**src/rtl/uart_frame_deframer_crc8_unit_assert.svh**
```systemverilog
// Assertion macros shared by the serial frame deframer RTL.
`ifndef UART_FRAME_DEFRAMER_CRC8_UNIT_ASSERT_SVH
`define UART_FRAME_DEFRAMER_CRC8_UNIT_ASSERT_SVH

// Same-cycle implication, disabled while reset is asserted.
`define UFD_ASSERT_IMPLY(name, clk, rst_n, ante, cons, msg) \
    name: assert property (@(posedge clk) disable iff (!rst_n) (ante) |-> (cons)) \
        else $error(msg);

// Next-cycle implication, disabled while reset is asserted.
`define UFD_ASSERT_NEXT(name, clk, rst_n, ante, cons, msg) \
    name: assert property (@(posedge clk) disable iff (!rst_n) (ante) |=> (cons)) \
        else $error(msg);

`endif

```
**src/rtl/ufd_pkg.sv**
```systemverilog
// Types, constants and the CRC-8 step function of the serial frame deframer.
`timescale 1ns / 1ps
package ufd_pkg;

    localparam int PAYLOAD_MAX_DEF = 32;

    localparam int CFG_IDX_W  = 3;
    localparam int CFG_DATA_W = 16;

    localparam logic [CFG_IDX_W-1:0] CFG_IDLE_TIMEOUT = 3'd0;
    localparam logic [CFG_IDX_W-1:0] CFG_MIN_LENGTH   = 3'd1;
    localparam logic [CFG_IDX_W-1:0] CFG_MAX_LENGTH   = 3'd2;
    localparam logic [CFG_IDX_W-1:0] CFG_START_ONE    = 3'd3;
    localparam logic [CFG_IDX_W-1:0] CFG_START_TWO    = 3'd4;
    localparam logic [CFG_IDX_W-1:0] CFG_END_BYTE     = 3'd5;

    localparam logic [15:0] IDLE_TIMEOUT_RST = 16'd20;
    localparam logic [7:0]  MIN_LENGTH_RST   = 8'd1;
    localparam logic [7:0]  MAX_LENGTH_RST   = 8'd33;
    localparam logic [7:0]  START_ONE_RST    = 8'hAA;
    localparam logic [7:0]  START_TWO_RST    = 8'h55;
    localparam logic [7:0]  END_BYTE_RST     = 8'h0D;

    localparam logic [7:0] CRC_POLY = 8'h07;

    localparam logic [1:0] ST_DONE = 2'd1;
    localparam logic [1:0] ST_BAD  = 2'd2;
    localparam logic [1:0] ST_CRC  = 2'd3;

    typedef enum logic [2:0] {
        PH_HUNT,
        PH_SYNC2,
        PH_LEN,
        PH_CMD,
        PH_BODY,
        PH_CRC,
        PH_END
    } t_phase;

    typedef enum logic [1:0] {
        B_IDLE,
        B_READ,
        B_SEND
    } t_back_state;

    typedef struct packed {
        logic [7:0]  rx_byte;
        logic [31:0] time_ms;
    } t_in_item;

    typedef struct packed {
        logic [1:0]  status;
        logic [7:0]  command;
        logic [6:0]  payload_length;
        logic [7:0]  data_byte;
        logic        data_valid;
        logic        last;
        logic [31:0] frame_error_count;
        logic [31:0] crc_error_count;
        logic [31:0] good_frame_count;
    } t_out_item;

    typedef struct packed {
        logic [1:0]  status;
        logic [7:0]  command;
        logic [6:0]  payload_length;
        logic [31:0] frame_error_count;
        logic [31:0] crc_error_count;
        logic [31:0] good_frame_count;
    } t_job;

    function automatic logic [7:0] crc8_next(input logic [7:0] crc, input logic [7:0] b);
        logic [7:0] c;
        c = crc ^ b;
        for (int i = 0; i < 8; i++) begin
            c = c[7] ? ((c << 1) ^ CRC_POLY) : (c << 1);
        end
        return c;
    endfunction

endpackage

```
**src/rtl/ufd_stream_if.sv**
```systemverilog
// Valid/ready stream interface carrying one request payload.
`timescale 1ns / 1ps
interface ufd_stream_if #(parameter type T = logic);
    logic valid;
    logic ready;
    T     payload;

    modport source (output valid, output payload, input ready);
    modport sink (input valid, input payload, output ready);
endinterface

```
**src/rtl/ufd_queue.sv**
```systemverilog
// Two-entry job queue between the frame parser and the result sequencer.
`timescale 1ns / 1ps
`include "uart_frame_deframer_crc8_unit_assert.svh"
module ufd_queue #(
    parameter type T = ufd_pkg::t_job
) (
    input  logic i_clk,
    input  logic i_rst_n,
    input  logic i_push,
    input  T     i_din,
    input  logic i_pop,
    output T     o_dout,
    output logic o_full,
    output logic o_empty
);
    T           r_mem [2];
    logic       r_wr_ptr;
    logic       r_rd_ptr;
    logic [1:0] r_count;

    always_ff @(posedge i_clk) begin
        if (i_push) begin
            r_mem[r_wr_ptr] <= i_din;
        end
    end

    always_ff @(posedge i_clk) begin
        if (!i_rst_n) begin
            r_wr_ptr <= 1'b0;
            r_rd_ptr <= 1'b0;
            r_count  <= 2'd0;
        end else begin
            if (i_push) begin
                r_wr_ptr <= ~r_wr_ptr;
            end
            if (i_pop) begin
                r_rd_ptr <= ~r_rd_ptr;
            end
            r_count <= r_count + 2'(i_push) - 2'(i_pop);
        end
    end

    assign o_dout  = r_mem[r_rd_ptr];
    assign o_full  = (r_count == 2'd2);
    assign o_empty = (r_count == 2'd0);

    `UFD_ASSERT_IMPLY(a_no_overflow, i_clk, i_rst_n, i_push, !o_full, "push into full queue")
    `UFD_ASSERT_IMPLY(a_no_underflow, i_clk, i_rst_n, i_pop, !o_empty, "pop from empty queue")
    `UFD_ASSERT_IMPLY(a_count_range, i_clk, i_rst_n, 1'b1, r_count <= 2'd2, "queue count out of range")
endmodule

```
**src/rtl/ufd_front.sv**
```systemverilog
// Frame parser: phase machine, timeout, CRC, counters and payload store writes.
`timescale 1ns / 1ps
module ufd_front #(
    parameter int PAYLOAD_MAX = ufd_pkg::PAYLOAD_MAX_DEF
) (
    input  logic                                        i_clk,
    input  logic                                        i_rst_n,
    ufd_stream_if.sink                                  i_rx,
    input  logic                                        i_cfg_we,
    input  logic [ufd_pkg::CFG_IDX_W-1:0]               i_cfg_idx,
    input  logic [ufd_pkg::CFG_DATA_W-1:0]              i_cfg_wdata,
    output logic                                        o_push,
    output ufd_pkg::t_job                               o_job,
    input  logic                                        i_q_full,
    output logic                                        o_wr_en,
    output logic [$clog2((PAYLOAD_MAX > 1) ? PAYLOAD_MAX : 2)-1:0] o_wr_addr,
    output logic [7:0]                                  o_wr_data,
    input  logic                                        i_drain_done
);
    import ufd_pkg::*;

    localparam int         AddrW       = $clog2((PAYLOAD_MAX > 1) ? PAYLOAD_MAX : 2);
    localparam logic [7:0] PayloadMax8 = 8'(PAYLOAD_MAX);
    localparam logic [7:0] LenLimit    = 8'(PAYLOAD_MAX + 1);

    logic [15:0] r_cfg_timeout;
    logic [7:0]  r_cfg_min_len;
    logic [7:0]  r_cfg_max_len;
    logic [7:0]  r_cfg_start_one;
    logic [7:0]  r_cfg_start_two;
    logic [7:0]  r_cfg_end;

    t_phase      r_phase,     n_phase;
    logic [7:0]  r_frame_len, n_frame_len;
    logic [6:0]  r_bytes,     n_bytes;
    logic [7:0]  r_crc,       n_crc;
    logic [31:0] r_last_time, n_last_time;
    logic [7:0]  r_cmd,       n_cmd;
    logic [31:0] r_fe_cnt,    n_fe_cnt;
    logic [31:0] r_crc_cnt,   n_crc_cnt;
    logic [31:0] r_good_cnt,  n_good_cnt;
    logic        r_pending,   n_pending;

    logic        accept;
    logic [7:0]  rx_b;
    logic [31:0] now;
    logic [31:0] gap;
    logic        timeout;
    t_phase      cur_phase;
    logic [7:0]  base_len;
    logic [6:0]  base_bytes;
    logic [7:0]  base_crc;
    logic [31:0] base_fe;
    logic [6:0]  body_next;
    logic        len_bad;
    logic [7:0]  crc_step;
    logic [7:0]  len_m1;
    logic [6:0]  plen;

    assign rx_b       = i_rx.payload.rx_byte;
    assign now        = i_rx.payload.time_ms;
    assign i_rx.ready = !i_q_full && !(r_pending && (r_phase == PH_BODY));
    assign accept     = i_rx.valid && i_rx.ready;

    assign gap        = now - r_last_time;
    assign timeout    = (r_phase != PH_HUNT) && (gap > {16'd0, r_cfg_timeout});
    assign cur_phase  = timeout ? PH_HUNT : r_phase;
    assign base_len   = timeout ? 8'd0 : r_frame_len;
    assign base_bytes = timeout ? 7'd0 : r_bytes;
    assign base_crc   = timeout ? 8'd0 : r_crc;
    assign base_fe    = r_fe_cnt + 32'(timeout);
    assign body_next  = base_bytes + 7'd1;
    assign crc_step   = crc8_next(base_crc, rx_b);
    assign len_bad    = (rx_b == 8'd0) || (rx_b < r_cfg_min_len) || (rx_b > r_cfg_max_len)
                        || (rx_b > LenLimit);
    assign len_m1     = (base_len >= 8'd1) ? (base_len - 8'd1) : 8'd0;
    assign plen       = (len_m1 > PayloadMax8) ? PayloadMax8[6:0] : len_m1[6:0];

    always_comb begin
        n_phase = r_phase;
        if (accept) begin
            unique case (cur_phase)
                PH_HUNT:  n_phase = (rx_b == r_cfg_start_one) ? PH_SYNC2 : PH_HUNT;
                PH_SYNC2: begin
                    if (rx_b == r_cfg_start_two) begin
                        n_phase = PH_LEN;
                    end else if (rx_b == r_cfg_start_one) begin
                        n_phase = PH_SYNC2;
                    end else begin
                        n_phase = PH_HUNT;
                    end
                end
                PH_LEN:   n_phase = len_bad ? PH_HUNT : PH_CMD;
                PH_CMD:   n_phase = (base_len <= 8'd1) ? PH_CRC : PH_BODY;
                PH_BODY:  n_phase = ((8'(body_next) + 8'd1) >= base_len) ? PH_CRC : PH_BODY;
                PH_CRC:   n_phase = (rx_b == base_crc) ? PH_END : PH_HUNT;
                PH_END:   n_phase = PH_HUNT;
                default:  n_phase = PH_HUNT;
            endcase
        end
    end

    always_comb begin
        n_frame_len = r_frame_len;
        n_bytes     = r_bytes;
        n_crc       = r_crc;
        n_last_time = r_last_time;
        n_cmd       = r_cmd;
        n_fe_cnt    = r_fe_cnt;
        n_crc_cnt   = r_crc_cnt;
        n_good_cnt  = r_good_cnt;
        n_pending   = r_pending && !i_drain_done;
        o_push      = 1'b0;
        o_wr_en     = 1'b0;
        o_job.status         = ST_BAD;
        o_job.command        = 8'd0;
        o_job.payload_length = 7'd0;
        if (accept) begin
            n_last_time = now;
            n_frame_len = base_len;
            n_bytes     = base_bytes;
            n_crc       = base_crc;
            n_fe_cnt    = base_fe;
            unique case (cur_phase)
                PH_HUNT: begin
                end
                PH_SYNC2: begin
                    if (rx_b != r_cfg_start_two && rx_b != r_cfg_start_one) begin
                        n_frame_len = 8'd0;
                        n_bytes     = 7'd0;
                        n_crc       = 8'd0;
                        n_fe_cnt    = base_fe + 32'd1;
                        o_push      = 1'b1;
                    end
                end
                PH_LEN: begin
                    n_crc   = 8'd0;
                    n_bytes = 7'd0;
                    if (len_bad) begin
                        n_frame_len = 8'd0;
                        n_fe_cnt    = base_fe + 32'd1;
                        o_push      = 1'b1;
                    end else begin
                        n_frame_len = rx_b;
                    end
                end
                PH_CMD: begin
                    n_cmd = rx_b;
                    n_crc = crc_step;
                end
                PH_BODY: begin
                    o_wr_en = ({1'b0, base_bytes} < PayloadMax8);
                    n_bytes = body_next;
                    n_crc   = crc_step;
                end
                PH_CRC: begin
                    if (rx_b != base_crc) begin
                        n_frame_len  = 8'd0;
                        n_bytes      = 7'd0;
                        n_crc        = 8'd0;
                        n_crc_cnt    = r_crc_cnt + 32'd1;
                        o_push       = 1'b1;
                        o_job.status = ST_CRC;
                    end
                end
                PH_END: begin
                    n_frame_len = 8'd0;
                    n_bytes     = 7'd0;
                    n_crc       = 8'd0;
                    o_push      = 1'b1;
                    if (rx_b != r_cfg_end) begin
                        n_fe_cnt = base_fe + 32'd1;
                    end else begin
                        n_good_cnt           = r_good_cnt + 32'd1;
                        o_job.status         = ST_DONE;
                        o_job.command        = r_cmd;
                        o_job.payload_length = plen;
                        if (plen != 7'd0) begin
                            n_pending = 1'b1;
                        end
                    end
                end
                default: begin
                    n_frame_len = 8'd0;
                    n_bytes     = 7'd0;
                    n_crc       = 8'd0;
                    o_push      = 1'b1;
                end
            endcase
        end
        o_job.frame_error_count = n_fe_cnt;
        o_job.crc_error_count   = n_crc_cnt;
        o_job.good_frame_count  = n_good_cnt;
    end

    assign o_wr_addr = base_bytes[AddrW-1:0];
    assign o_wr_data = rx_b;

    always_ff @(posedge i_clk) begin
        if (!i_rst_n) begin
            r_cfg_timeout   <= IDLE_TIMEOUT_RST;
            r_cfg_min_len   <= MIN_LENGTH_RST;
            r_cfg_max_len   <= MAX_LENGTH_RST;
            r_cfg_start_one <= START_ONE_RST;
            r_cfg_start_two <= START_TWO_RST;
            r_cfg_end       <= END_BYTE_RST;
        end else if (i_cfg_we) begin
            case (i_cfg_idx)
                CFG_IDLE_TIMEOUT: r_cfg_timeout   <= i_cfg_wdata;
                CFG_MIN_LENGTH:   r_cfg_min_len   <= i_cfg_wdata[7:0];
                CFG_MAX_LENGTH:   r_cfg_max_len   <= i_cfg_wdata[7:0];
                CFG_START_ONE:    r_cfg_start_one <= i_cfg_wdata[7:0];
                CFG_START_TWO:    r_cfg_start_two <= i_cfg_wdata[7:0];
                CFG_END_BYTE:     r_cfg_end       <= i_cfg_wdata[7:0];
                default: begin
                end
            endcase
        end
    end

    always_ff @(posedge i_clk) begin
        if (!i_rst_n) begin
            r_phase     <= PH_HUNT;
            r_frame_len <= 8'd0;
            r_bytes     <= 7'd0;
            r_crc       <= 8'd0;
            r_last_time <= 32'd0;
            r_cmd       <= 8'd0;
            r_fe_cnt    <= 32'd0;
            r_crc_cnt   <= 32'd0;
            r_good_cnt  <= 32'd0;
            r_pending   <= 1'b0;
        end else begin
            r_phase     <= n_phase;
            r_frame_len <= n_frame_len;
            r_bytes     <= n_bytes;
            r_crc       <= n_crc;
            r_last_time <= n_last_time;
            r_cmd       <= n_cmd;
            r_fe_cnt    <= n_fe_cnt;
            r_crc_cnt   <= n_crc_cnt;
            r_good_cnt  <= n_good_cnt;
            r_pending   <= n_pending;
        end
    end
endmodule

```
**src/rtl/ufd_back.sv**
```systemverilog
// Result sequencer: payload store, drain of completed frames and output register.
`timescale 1ns / 1ps
`include "uart_frame_deframer_crc8_unit_assert.svh"
module ufd_back #(
    parameter int PAYLOAD_MAX = ufd_pkg::PAYLOAD_MAX_DEF
) (
    input  logic                                        i_clk,
    input  logic                                        i_rst_n,
    input  logic                                        i_q_empty,
    input  ufd_pkg::t_job                               i_job,
    output logic                                        o_pop,
    input  logic                                        i_wr_en,
    input  logic [$clog2((PAYLOAD_MAX > 1) ? PAYLOAD_MAX : 2)-1:0] i_wr_addr,
    input  logic [7:0]                                  i_wr_data,
    output logic                                        o_drain_done,
    ufd_stream_if.source                                o_res
);
    import ufd_pkg::*;

    localparam int AddrW = $clog2((PAYLOAD_MAX > 1) ? PAYLOAD_MAX : 2);

    logic [7:0]  mem [PAYLOAD_MAX];
    logic [7:0]  r_rd_data;

    t_back_state r_state,     n_state;
    logic [6:0]  r_idx,       n_idx;
    t_job        r_job,       n_job;
    logic        r_out_valid, n_out_valid;
    t_out_item   r_out,       n_out;

    logic slot_free;
    logic job_is_payload;
    logic is_last;
    logic load;

    assign slot_free      = !r_out_valid || o_res.ready;
    assign job_is_payload = (i_job.status == ST_DONE) && (i_job.payload_length != 7'd0);
    assign is_last        = ((r_idx + 7'd1) == r_job.payload_length);

    always_ff @(posedge i_clk) begin
        if (i_wr_en) begin
            mem[i_wr_addr] <= i_wr_data;
        end
        r_rd_data <= mem[r_idx[AddrW-1:0]];
    end

    always_comb begin
        n_state = r_state;
        unique case (r_state)
            B_IDLE: begin
                if (!i_q_empty && slot_free && job_is_payload) begin
                    n_state = B_READ;
                end
            end
            B_READ: n_state = B_SEND;
            B_SEND: begin
                if (slot_free) begin
                    n_state = is_last ? B_IDLE : B_READ;
                end
            end
            default: n_state = B_IDLE;
        endcase
    end

    always_comb begin
        o_pop        = 1'b0;
        o_drain_done = 1'b0;
        load         = 1'b0;
        n_idx        = r_idx;
        n_job        = r_job;
        n_out        = r_out;
        unique case (r_state)
            B_IDLE: begin
                if (!i_q_empty && slot_free) begin
                    o_pop = 1'b1;
                    if (job_is_payload) begin
                        n_job = i_job;
                        n_idx = 7'd0;
                    end else begin
                        load                    = 1'b1;
                        n_out.status            = i_job.status;
                        n_out.command           = i_job.command;
                        n_out.payload_length    = i_job.payload_length;
                        n_out.data_byte         = 8'd0;
                        n_out.data_valid        = 1'b0;
                        n_out.last              = 1'b1;
                        n_out.frame_error_count = i_job.frame_error_count;
                        n_out.crc_error_count   = i_job.crc_error_count;
                        n_out.good_frame_count  = i_job.good_frame_count;
                    end
                end
            end
            B_READ: begin
            end
            B_SEND: begin
                if (slot_free) begin
                    load                    = 1'b1;
                    n_out.status            = r_job.status;
                    n_out.command           = r_job.command;
                    n_out.payload_length    = r_job.payload_length;
                    n_out.data_byte         = r_rd_data;
                    n_out.data_valid        = 1'b1;
                    n_out.last              = is_last;
                    n_out.frame_error_count = r_job.frame_error_count;
                    n_out.crc_error_count   = r_job.crc_error_count;
                    n_out.good_frame_count  = r_job.good_frame_count;
                    if (is_last) begin
                        o_drain_done = 1'b1;
                    end else begin
                        n_idx = r_idx + 7'd1;
                    end
                end
            end
            default: begin
            end
        endcase
        n_out_valid = load ? 1'b1 : (o_res.ready ? 1'b0 : r_out_valid);
    end

    assign o_res.valid   = r_out_valid;
    assign o_res.payload = r_out;

    always_ff @(posedge i_clk) begin
        r_job <= n_job;
        r_out <= n_out;
    end

    always_ff @(posedge i_clk) begin
        if (!i_rst_n) begin
            r_state     <= B_IDLE;
            r_idx       <= 7'd0;
            r_out_valid <= 1'b0;
        end else begin
            r_state     <= n_state;
            r_idx       <= n_idx;
            r_out_valid <= n_out_valid;
        end
    end

    `UFD_ASSERT_IMPLY(a_drain_job, i_clk, i_rst_n, r_state != B_IDLE, (r_job.status == ST_DONE) && (r_job.payload_length != 7'd0), "drain without a payload frame")
    `UFD_ASSERT_IMPLY(a_idx_range, i_clk, i_rst_n, r_state != B_IDLE, r_idx < r_job.payload_length, "payload index past frame length")
    `UFD_ASSERT_NEXT(a_send_loads, i_clk, i_rst_n, (r_state == B_SEND) && slot_free, r_out_valid && r_out.data_valid, "payload byte not presented")
endmodule

```
**src/rtl/uart_frame_deframer_crc8_unit.sv**
```systemverilog
// Serial frame deframer with CRC-8 check: parser, job queue and result sequencer.
// An error or empty frame result passes through the job queue and then the output register;
// the first payload byte of a completed frame also passes through the payload store read.
// Throughput: one byte request per cycle unless the job queue is full; each payload byte is
// read from the store, then loaded out; next-frame body bytes wait while that payload drains.
// Synchronous active-low reset restores register defaults, clears counters, hunts again.
`timescale 1ns / 1ps
module uart_frame_deframer_crc8_unit #(
    parameter int PAYLOAD_MAX = ufd_pkg::PAYLOAD_MAX_DEF
) (
    input  logic                           i_clk,
    input  logic                           i_rst_n,
    ufd_stream_if.sink                     i_rx,
    ufd_stream_if.source                   o_res,
    input  logic                           i_cfg_we,
    input  logic [ufd_pkg::CFG_IDX_W-1:0]  i_cfg_idx,
    input  logic [ufd_pkg::CFG_DATA_W-1:0] i_cfg_wdata
);
    import ufd_pkg::*;

    localparam int AddrW = $clog2((PAYLOAD_MAX > 1) ? PAYLOAD_MAX : 2);

    logic             q_push;
    t_job             q_din;
    logic             q_pop;
    t_job             q_dout;
    logic             q_full;
    logic             q_empty;
    logic             wr_en;
    logic [AddrW-1:0] wr_addr;
    logic [7:0]       wr_data;
    logic             drain_done;

    ufd_front #(
        .PAYLOAD_MAX (PAYLOAD_MAX)
    ) u_front (
        .i_clk        (i_clk),
        .i_rst_n      (i_rst_n),
        .i_rx         (i_rx),
        .i_cfg_we     (i_cfg_we),
        .i_cfg_idx    (i_cfg_idx),
        .i_cfg_wdata  (i_cfg_wdata),
        .o_push       (q_push),
        .o_job        (q_din),
        .i_q_full     (q_full),
        .o_wr_en      (wr_en),
        .o_wr_addr    (wr_addr),
        .o_wr_data    (wr_data),
        .i_drain_done (drain_done)
    );

    ufd_queue #(
        .T (t_job)
    ) u_queue (
        .i_clk   (i_clk),
        .i_rst_n (i_rst_n),
        .i_push  (q_push),
        .i_din   (q_din),
        .i_pop   (q_pop),
        .o_dout  (q_dout),
        .o_full  (q_full),
        .o_empty (q_empty)
    );

    ufd_back #(
        .PAYLOAD_MAX (PAYLOAD_MAX)
    ) u_back (
        .i_clk        (i_clk),
        .i_rst_n      (i_rst_n),
        .i_q_empty    (q_empty),
        .i_job        (q_dout),
        .o_pop        (q_pop),
        .i_wr_en      (wr_en),
        .i_wr_addr    (wr_addr),
        .i_wr_data    (wr_data),
        .o_drain_done (drain_done),
        .o_res        (o_res)
    );
endmodule

```
**src/flat_wrapper.sv**
```systemverilog
// flat-port wrapper written by rule: the top's interface ports become plain ports
module uart_frame_deframer_crc8_unit_flat import ufd_pkg::*;
#(
    parameter int PAYLOAD_MAX = ufd_pkg::PAYLOAD_MAX_DEF
)
  (i_clk, i_rst_n, i_cfg_we, i_cfg_idx, i_cfg_wdata, i_rx_valid, i_rx_payload, i_rx_ready, o_res_valid, o_res_payload, o_res_ready);
  ufd_stream_if #(.T(t_in_item)) i_rx_i ();
  ufd_stream_if #(.T(t_out_item)) o_res_i ();
  input  logic i_clk;
  input  logic i_rst_n;
  input  logic i_cfg_we;
  input  logic [ufd_pkg::CFG_IDX_W-1:0] i_cfg_idx;
  input  logic [ufd_pkg::CFG_DATA_W-1:0] i_cfg_wdata;
  input wire logic [$bits(i_rx_i.valid)-1:0] i_rx_valid;
  input wire logic [$bits(i_rx_i.payload)-1:0] i_rx_payload;
  output wire logic [$bits(i_rx_i.ready)-1:0] i_rx_ready;
  output wire logic [$bits(o_res_i.valid)-1:0] o_res_valid;
  output wire logic [$bits(o_res_i.payload)-1:0] o_res_payload;
  input wire logic [$bits(o_res_i.ready)-1:0] o_res_ready;
  assign i_rx_i.valid = i_rx_valid;
  assign i_rx_i.payload = i_rx_payload;
  assign i_rx_ready = i_rx_i.ready;
  assign o_res_valid = o_res_i.valid;
  assign o_res_payload = o_res_i.payload;
  assign o_res_i.ready = o_res_ready;
  uart_frame_deframer_crc8_unit #(.PAYLOAD_MAX(PAYLOAD_MAX)) u_core (.i_clk(i_clk), .i_rst_n(i_rst_n), .i_rx(i_rx_i), .o_res(o_res_i), .i_cfg_we(i_cfg_we), .i_cfg_idx(i_cfg_idx), .i_cfg_wdata(i_cfg_wdata));
endmodule
```
**config.mk**
```make
export PLATFORM = sky130hd
export DESIGN_NAME = uart_frame_deframer_crc8_unit_flat
export DESIGN_NICKNAME = d
export VERILOG_FILES = /design/src/rtl/ufd_pkg.sv /design/src/rtl/ufd_stream_if.sv /design/src/rtl/ufd_queue.sv /design/src/rtl/ufd_front.sv /design/src/rtl/ufd_back.sv /design/src/rtl/uart_frame_deframer_crc8_unit.sv /design/src/flat_wrapper.sv
export VERILOG_INCLUDE_DIRS = /design/src /design/src/rtl
export SDC_FILE = /design/constraint.sdc
export NUM_CORES = 2
export LEC_CHECK = 0
export BUFFER_PORTS_ARGS = -buffer_cell sky130_fd_sc_hd__buf_2
export CAP_MARGIN = 40
export CORE_MARGIN = 2
export CORE_UTILIZATION = 45
export DETAILED_ROUTE_END_ITERATION = 8
export SLEW_MARGIN = 10
export SYNTH_ARGS = -nofsm -noshare
export SYNTH_HDL_FRONTEND = slang
export SYNTH_SLANG_ARGS = --single-unit
```
**constraint.sdc**
```tcl
create_clock -name i_clk -period 14.9 [get_ports i_clk]
set_clock_uncertainty 0.1 [all_clocks]
set_input_delay 2.235 -clock i_clk [delete_from_list [all_inputs] [get_ports i_clk]]
set_output_delay 2.235 -clock i_clk [all_outputs]
set_load 0.02 [all_outputs]
```
* After elaboration in Yosys (flattened, before gate mapping)
Memories as Yosys holds them, arrays and structs flattened. A register that Yosys moved wholly into a read port is not among the register bits. Index checks and enable logic that the tools add are counted.
Storage, ports and cells: flip-flop bits (word level) 469, bits in writable memories 482, input bits 64, output and inout port bits 125, word-level logic and storage cells 230, memories 2
Memories:
- u_core.u_back.mem | depth 32, bits a word 8, read ports 1, clocked after Yosys merged registers in 1, write ports 1, RTL line ufd_back.sv:22 | logic [7:0] mem [PAYLOAD_MAX];
- u_core.u_queue.r_mem | depth 2, bits a word 113, read ports 1, clocked after Yosys merged registers in 1, write ports 1, RTL line ufd_queue.sv:16 | T r_mem [2];
Cells by class: add/sub/neg operators 11, magnitude comparators 9, equal/unequal tests 30, mux-type cells 88, bitwise operators 11, reduce and logical (&&, ||, !) cells 42
Operator list (count):
- $mux 123 | 3
- $mux 32 | 10
- $pmux 123 s2 | 1
- $add 32x1->32 const B | 3
- $pmux 32 s3 | 1
- $mux 8 | 8
- $pmux 8 s4 | 2
- $mux 7 | 8
- $mux 17 | 2
- $add 32x1->32 | 1
- $gt 32x16->1 | 1
- $ne 8x8->1 | 4
- $sub 32x32->32 | 1
- $mux 1 | 31
- $mux 3 | 10
- $pmux 7 s4 | 1
- $eq 8x8->1 | 3
- $not 3->3 | 8
- $eq 3x3->1 const B | 6
- $pmux 3 s6 | 1
- $gt 8x6->1 const B | 2
- $reduce_and 2->1 | 8
- $mux 15 | 1
- $add 7x1->7 const B | 2
- other kinds (38) | 73

* Longest topological paths before layout
word-level depth 22, mapped depth 39, depth with buffers taken out 37

* By module
A second synthesis with hierarchy kept.
Second synthesis, totals: cell total of the unflattened synthesis 3479, area total of the unflattened synthesis 44166.1 sq um
Modules (own cells, without submodules):
- ufd_back | times used 1, cells each 890, area each 19272.2 sq um, seq. area each 15134.5 sq um
- ufd_front | times used 1, cells each 2216, area each 16221.8 sq um, seq. area each 4384.2 sq um
- ufd_queue | times used 1, cells each 373, area each 8672.1 sq um, seq. area each 6886.6 sq um

* Worst setup path after synthesis
OpenSTA, ideal clock, no wires.
path type input-to-reg, start input i_rx_payload[0], end memory u_core.u_queue.r_mem[0][0] (netlist name), enable pin, setup time 0.586 ns, arrival 12.171 ns, data required time 14.214 ns, setup slack 2.043 ns, stages 30, buffers on the path 3, cells stage by stage inv_1 > ha_1 > fa_1 > nand2b_1 > a21o_2 > a21oi_1 > inv_1 > o21ai_0 > xor2_1 > ha_1 > nand4_1 > nor4_1 > a21oi_1 > nor4_1 > nand4_1 > nor4_2 > a21o_1 > buf_2 > buf_4 > buf_2 > nand2_1 > xor2_1 > ha_1 > nand3_1 > a211oi_1 > o21a_1 > and2_1 > nand2_1 > a31oi_1 > nor2_1
Between the ends: longest elaborated chain between the ends 10, elaborated cells on any way between the ends 18, those cells by class add/sub (1); order compare (1); eq/ne (6); mux (7); reduce/logical (3)
RTL lines:
- start, declared | RTL line flat_wrapper.sv:15 | input wire logic [$bits(i_rx_i.payload)-1:0] i_rx_payload;
- $sub 32x32->32 * | RTL line ufd_front.sv:65 | assign gap = now - r_last_time;
- $gt 32x16->1 * | RTL line ufd_front.sv:66 | assign timeout = (r_phase != PH_HUNT) && (gap > {16'd0, r_cfg_timeout});
- $logic_and 1x1->1 * | RTL line ufd_front.sv:66
- $mux 8 or $mux 3 (tied branches) | RTL line ufd_front.sv:70, ufd_front.sv:67
- $ne 8x8->1 (tied with other cells) | RTL line ufd_front.sv:157 | if (rx_b != base_crc) begin
- $mux 1 or $reduce_or 3->1 (tied branches)
- $pmux 1 s4 * | RTL line ufd_front.sv:124 | unique case (cur_phase)
- $mux 1 * | RTL line ufd_front.sv:118 | if (accept) begin
- $mux 1 * | RTL line ufd_queue.sv:22 | if (i_push) begin
- $mux 1 (not written as such) * | RTL line ufd_queue.sv:23 | r_mem[r_wr_ptr] <= i_din;
- end, declared | RTL line ufd_queue.sv:16
Every way passes the cells marked *; elsewhere a longest branch is shown, timed or not.

==> flow_metrics.env <==
export IMPL_synth_compound_area_share_pct=6.26
export IMPL_synth_adder_area_share_pct=2.63
export IMPL_die_h_um=312
export IMPL_grt_pass1_vias=26400
export IMPL_dieArea_mm2=0.0974
export IMPL_p_total_uw=6620
export IMPL_worstHoldStart="u_core.u_front.r_last_time[9]"
export IMPL_clkTransAtPathRegs_ps=60
export IMPL_grtUsageTotal_pct=19.6
export IMPL_cp_end_kind="flip-flop"
export IMPL_cts_setup_buffers=0
export IMPL_crit_reg2reg_launch="u_core.u_front.r_last_time[2]"
export IMPL_finalSetupViolCount=0
export IMPL_placedCellCount=4819
export IMPL_grt_max_degree=74
export IMPL_slew_violations=0
export IMPL_synthTopCellsByArea="edfxtp_1, dfxtp_1, nor2_1"
export IMPL_cp_num_buf_inv=5
export IMPL_drt_iter0_drc=1794
export IMPL_synth_area_mux_share_pct=7.94
export IMPL_finalWeightedCongestion=0.860
export IMPL_antenna_found_initial=1
export IMPL_cts_tree="done"
export IMPL_synth_edf_count=718
export IMPL_power_frac_clock_pct=38.8
export IMPL_critPathSlowestCell="nor4_2"
export IMPL_coreArea_mm2=0.0936
export IMPL_cap_viol_max_count=0
export IMPL_critPathLaunchType="input pin"
export IMPL_place_area_mm2=0.0450
export IMPL_power_density_mw_per_mm2=137
export IMPL_crit_path_max_incr_delay_ps=610
export IMPL_wl_per_cell_um=19.3
export IMPL_cts_sinks=960
export IMPL_cts_root_buf="clkbuf_16"
export IMPL_numCtsBuffers=101
export IMPL_rsz0062_at_grt="false"
export IMPL_route_detailed_drc=0
export IMPL_slew_headroom_pct=38.7
export IMPL_synth_seq_cells=960
export IMPL_synthCells=3512
export IMPL_required_ps=15230
export IMPL_synth_avg_cell_area_um2=12.2
export IMPL_grt_pass1_wl_mm=151
export IMPL_finalCriticalPeriod_ps=10230
export IMPL_synth_top_family_by_area="simple AND/OR/NAND/NOR gates"
export IMPL_cp_common_cell="ha_1"
export IMPL_hpwl_mm=63.0
export IMPL_ys_types=101
export IMPL_ir_worst_vdd_uv=91.3
export IMPL_vias=26700
export IMPL_hold_buffers=0
export IMPL_setup_tns_ps=0
export IMPL_worst_ep_arrival_time_ps=10560
export IMPL_final_cell_area_mm2=0.0484
export IMPL_period_share_pct=68.7
export IMPL_path_max_fanout=41
export IMPL_crit_start="i_rx_payload[0]"
export IMPL_antenna_cells=0
export IMPL_status="completed"
export IMPL_synthToLayoutAreaGrowth_pct=13.4
export IMPL_yosysTopAreaCell="edfxtp_1"
export IMPL_synth_xor_area_share_pct=4.17
export IMPL_p_sw_uw=1680
export IMPL_io_buffers=188
export IMPL_clk_latency_ps=680
export IMPL_hold_class="flip-flop to flip-flop"
export IMPL_critPathKind="input pin to flip-flop"
export IMPL_htree_levels=3
export IMPL_postRouteAntennaNets=0
export IMPL_sequentialPowerShare_pct=48.4
export IMPL_synth_simple_area_share_pct=14.6
export IMPL_initial_utilization_pct=45.6
export IMPL_syn_cell_area_mm2=0.0427
export IMPL_first_pass_iters=5
export IMPL_fin_nets=3823
export IMPL_io_pins=189
export IMPL_vias_per_cell=5.34
export IMPL_floorplan_rows=112
export IMPL_die_x_um=312
export IMPL_timing_fmax_mhz=97.7
export IMPL_ys_seq_area_share_pct=61.8
export IMPL_clk_path_buf_depth=3
export IMPL_final_util_pct=51.7
export IMPL_power_leakage_uw=0.0177
export IMPL_hold_viol=0
export IMPL_path_delay_family="simple AND/OR/NAND/NOR gates"
export IMPL_synthFlopType="edfxtp_1"
export IMPL_postCtsResizedCells=0
export IMPL_yosysWarnings=0
export IMPL_ys_async_sr_fraction_pct=0
export IMPL_grt_overflow=0
export IMPL_yosysTopAreaCellShare_pct=50.5
export IMPL_fin_cells=5009
export IMPL_power_frac_comb_pct=12.8
export IMPL_worst_slew_pin_slew_ps=919
export IMPL_routed_wl_mm=96.7
export IMPL_p_int_uw=4940
export IMPL_layout_drive_gt1_share_pct=16.7
export IMPL_switching_share_pct=25.3
## cells in the final DEF (no fill, tap or decap), types with 80 or more instances in the layout
cell type,count
inv_1,106
ha_1,88
buf_2,187
mux2_2,117
clkbuf_16,102
xnor2_1,92
and2_1,127
nor2_1,512
xor2_1,106
nand2_1,348
a21oi_1,182
dfxtp_1,239
mux4_2,80
edfxtp_1,718
## flip-flops by register name (all words and copies together) (netlist names), 16 cells and up, named ones only
register / count
u_core.u_queue.r_mem: 226
u_core.u_front.r_fe_cnt: 32
u_core.u_front.r_last_time: 32
u_core.u_front.r_cfg_timeout: 16
u_core.u_front.r_good_cnt: 32
u_core.u_back.o_res.payload: 123
u_core.u_back.mem: 256
u_core.u_front.r_crc_cnt: 32
u_core.u_back.r_job: 113
## routing by layer
layer / vias up / wire [µm] / global-route usage, %
li1: 13000 / - / -
met1: 13000 / 45100 / 27.8
met2: 630 / 44700 / 31.5
met3: 125 / 5220 / 3.44
met4: 0 / 1670 / 4.87
met5: - / 0 / 0
## cell usage after synthesis, types with 24 or more instances
cell        n
nand4_1    68
buf_2      26
mux4_2     80
inv_1     107
a21o_1     24
clkbuf_1  114
buf_1      31
xor2_1    106
ha_1       88
edfxtp_1  718
a21oi_1   182
mux2i_1    26
nor3_1     46
and3_1     27
nand2_1   349
dfxtp_1   242
nor2_1    513
xnor2_1    92
nand3_1    79
o21ai_0    46
and2_1    128
mux2_2    117
## cell type report
cell class                      instances  area, µm²
Fill cell                            8189      45200
Timing Repair Buffer                  229       1420
Clock inverter                         46        602
Sequential cell                       960      26400
Multi-Input combinational cell       2269      15200
Tap cell                             1254       1570
Clock buffer                          142       2790
Inverter                              109        413
## path summary, 6_finish.rpt
path / cells past startpoint / endpoint / slack [ps]
max: 31 / u_core.u_queue.r_mem[1][94] / 4670
min: 2 / u_core.u_front.r_last_time[9] / 350
max reg2reg: 29 / u_core.u_queue.r_mem[1][94] / 6000
min reg2reg: 2 / u_core.u_front.r_last_time[9] / 350
## through the flow
step	hold slack, ps	worst slack, ps
after global routing	366	3970
final	354	4670
after detailed placement	347	4130
after floorplan	336	2040
after CTS	355	4820
after global placement	343	4320
## logic make-up after synthesis
family                     count (synthesis)
muxes                                    224
AOI/OAI and AO/OA                        419
adders and majority gates                 89
xor gates and xnor gates                 200
DFF                                      960
other                                      1
buffers and inverters                    284
and+or+nand+nor                         1335
## worst min-delay path, cell delays in order, from the launching register on
cell     delay, ps
dfxtp_1        300
nand2_1         50
a21oi_1         50
## power groups by stage
| stage | Combinational, µW | Sequential (µW) | Clock (µW) |
|---|---|---|---|
| after floorplan | 465 | 3400 | 0 |
| after global placement | 809 | 3280 | 0 |
| after detailed placement | 850 | 3260 | 0 |
| after CTS | 854 | 3210 | 2630 |
| after global routing | 927 | 3220 | 2740 |
| final | 847 | 3200 | 2570 |
(Power assumes the default switching activity.)
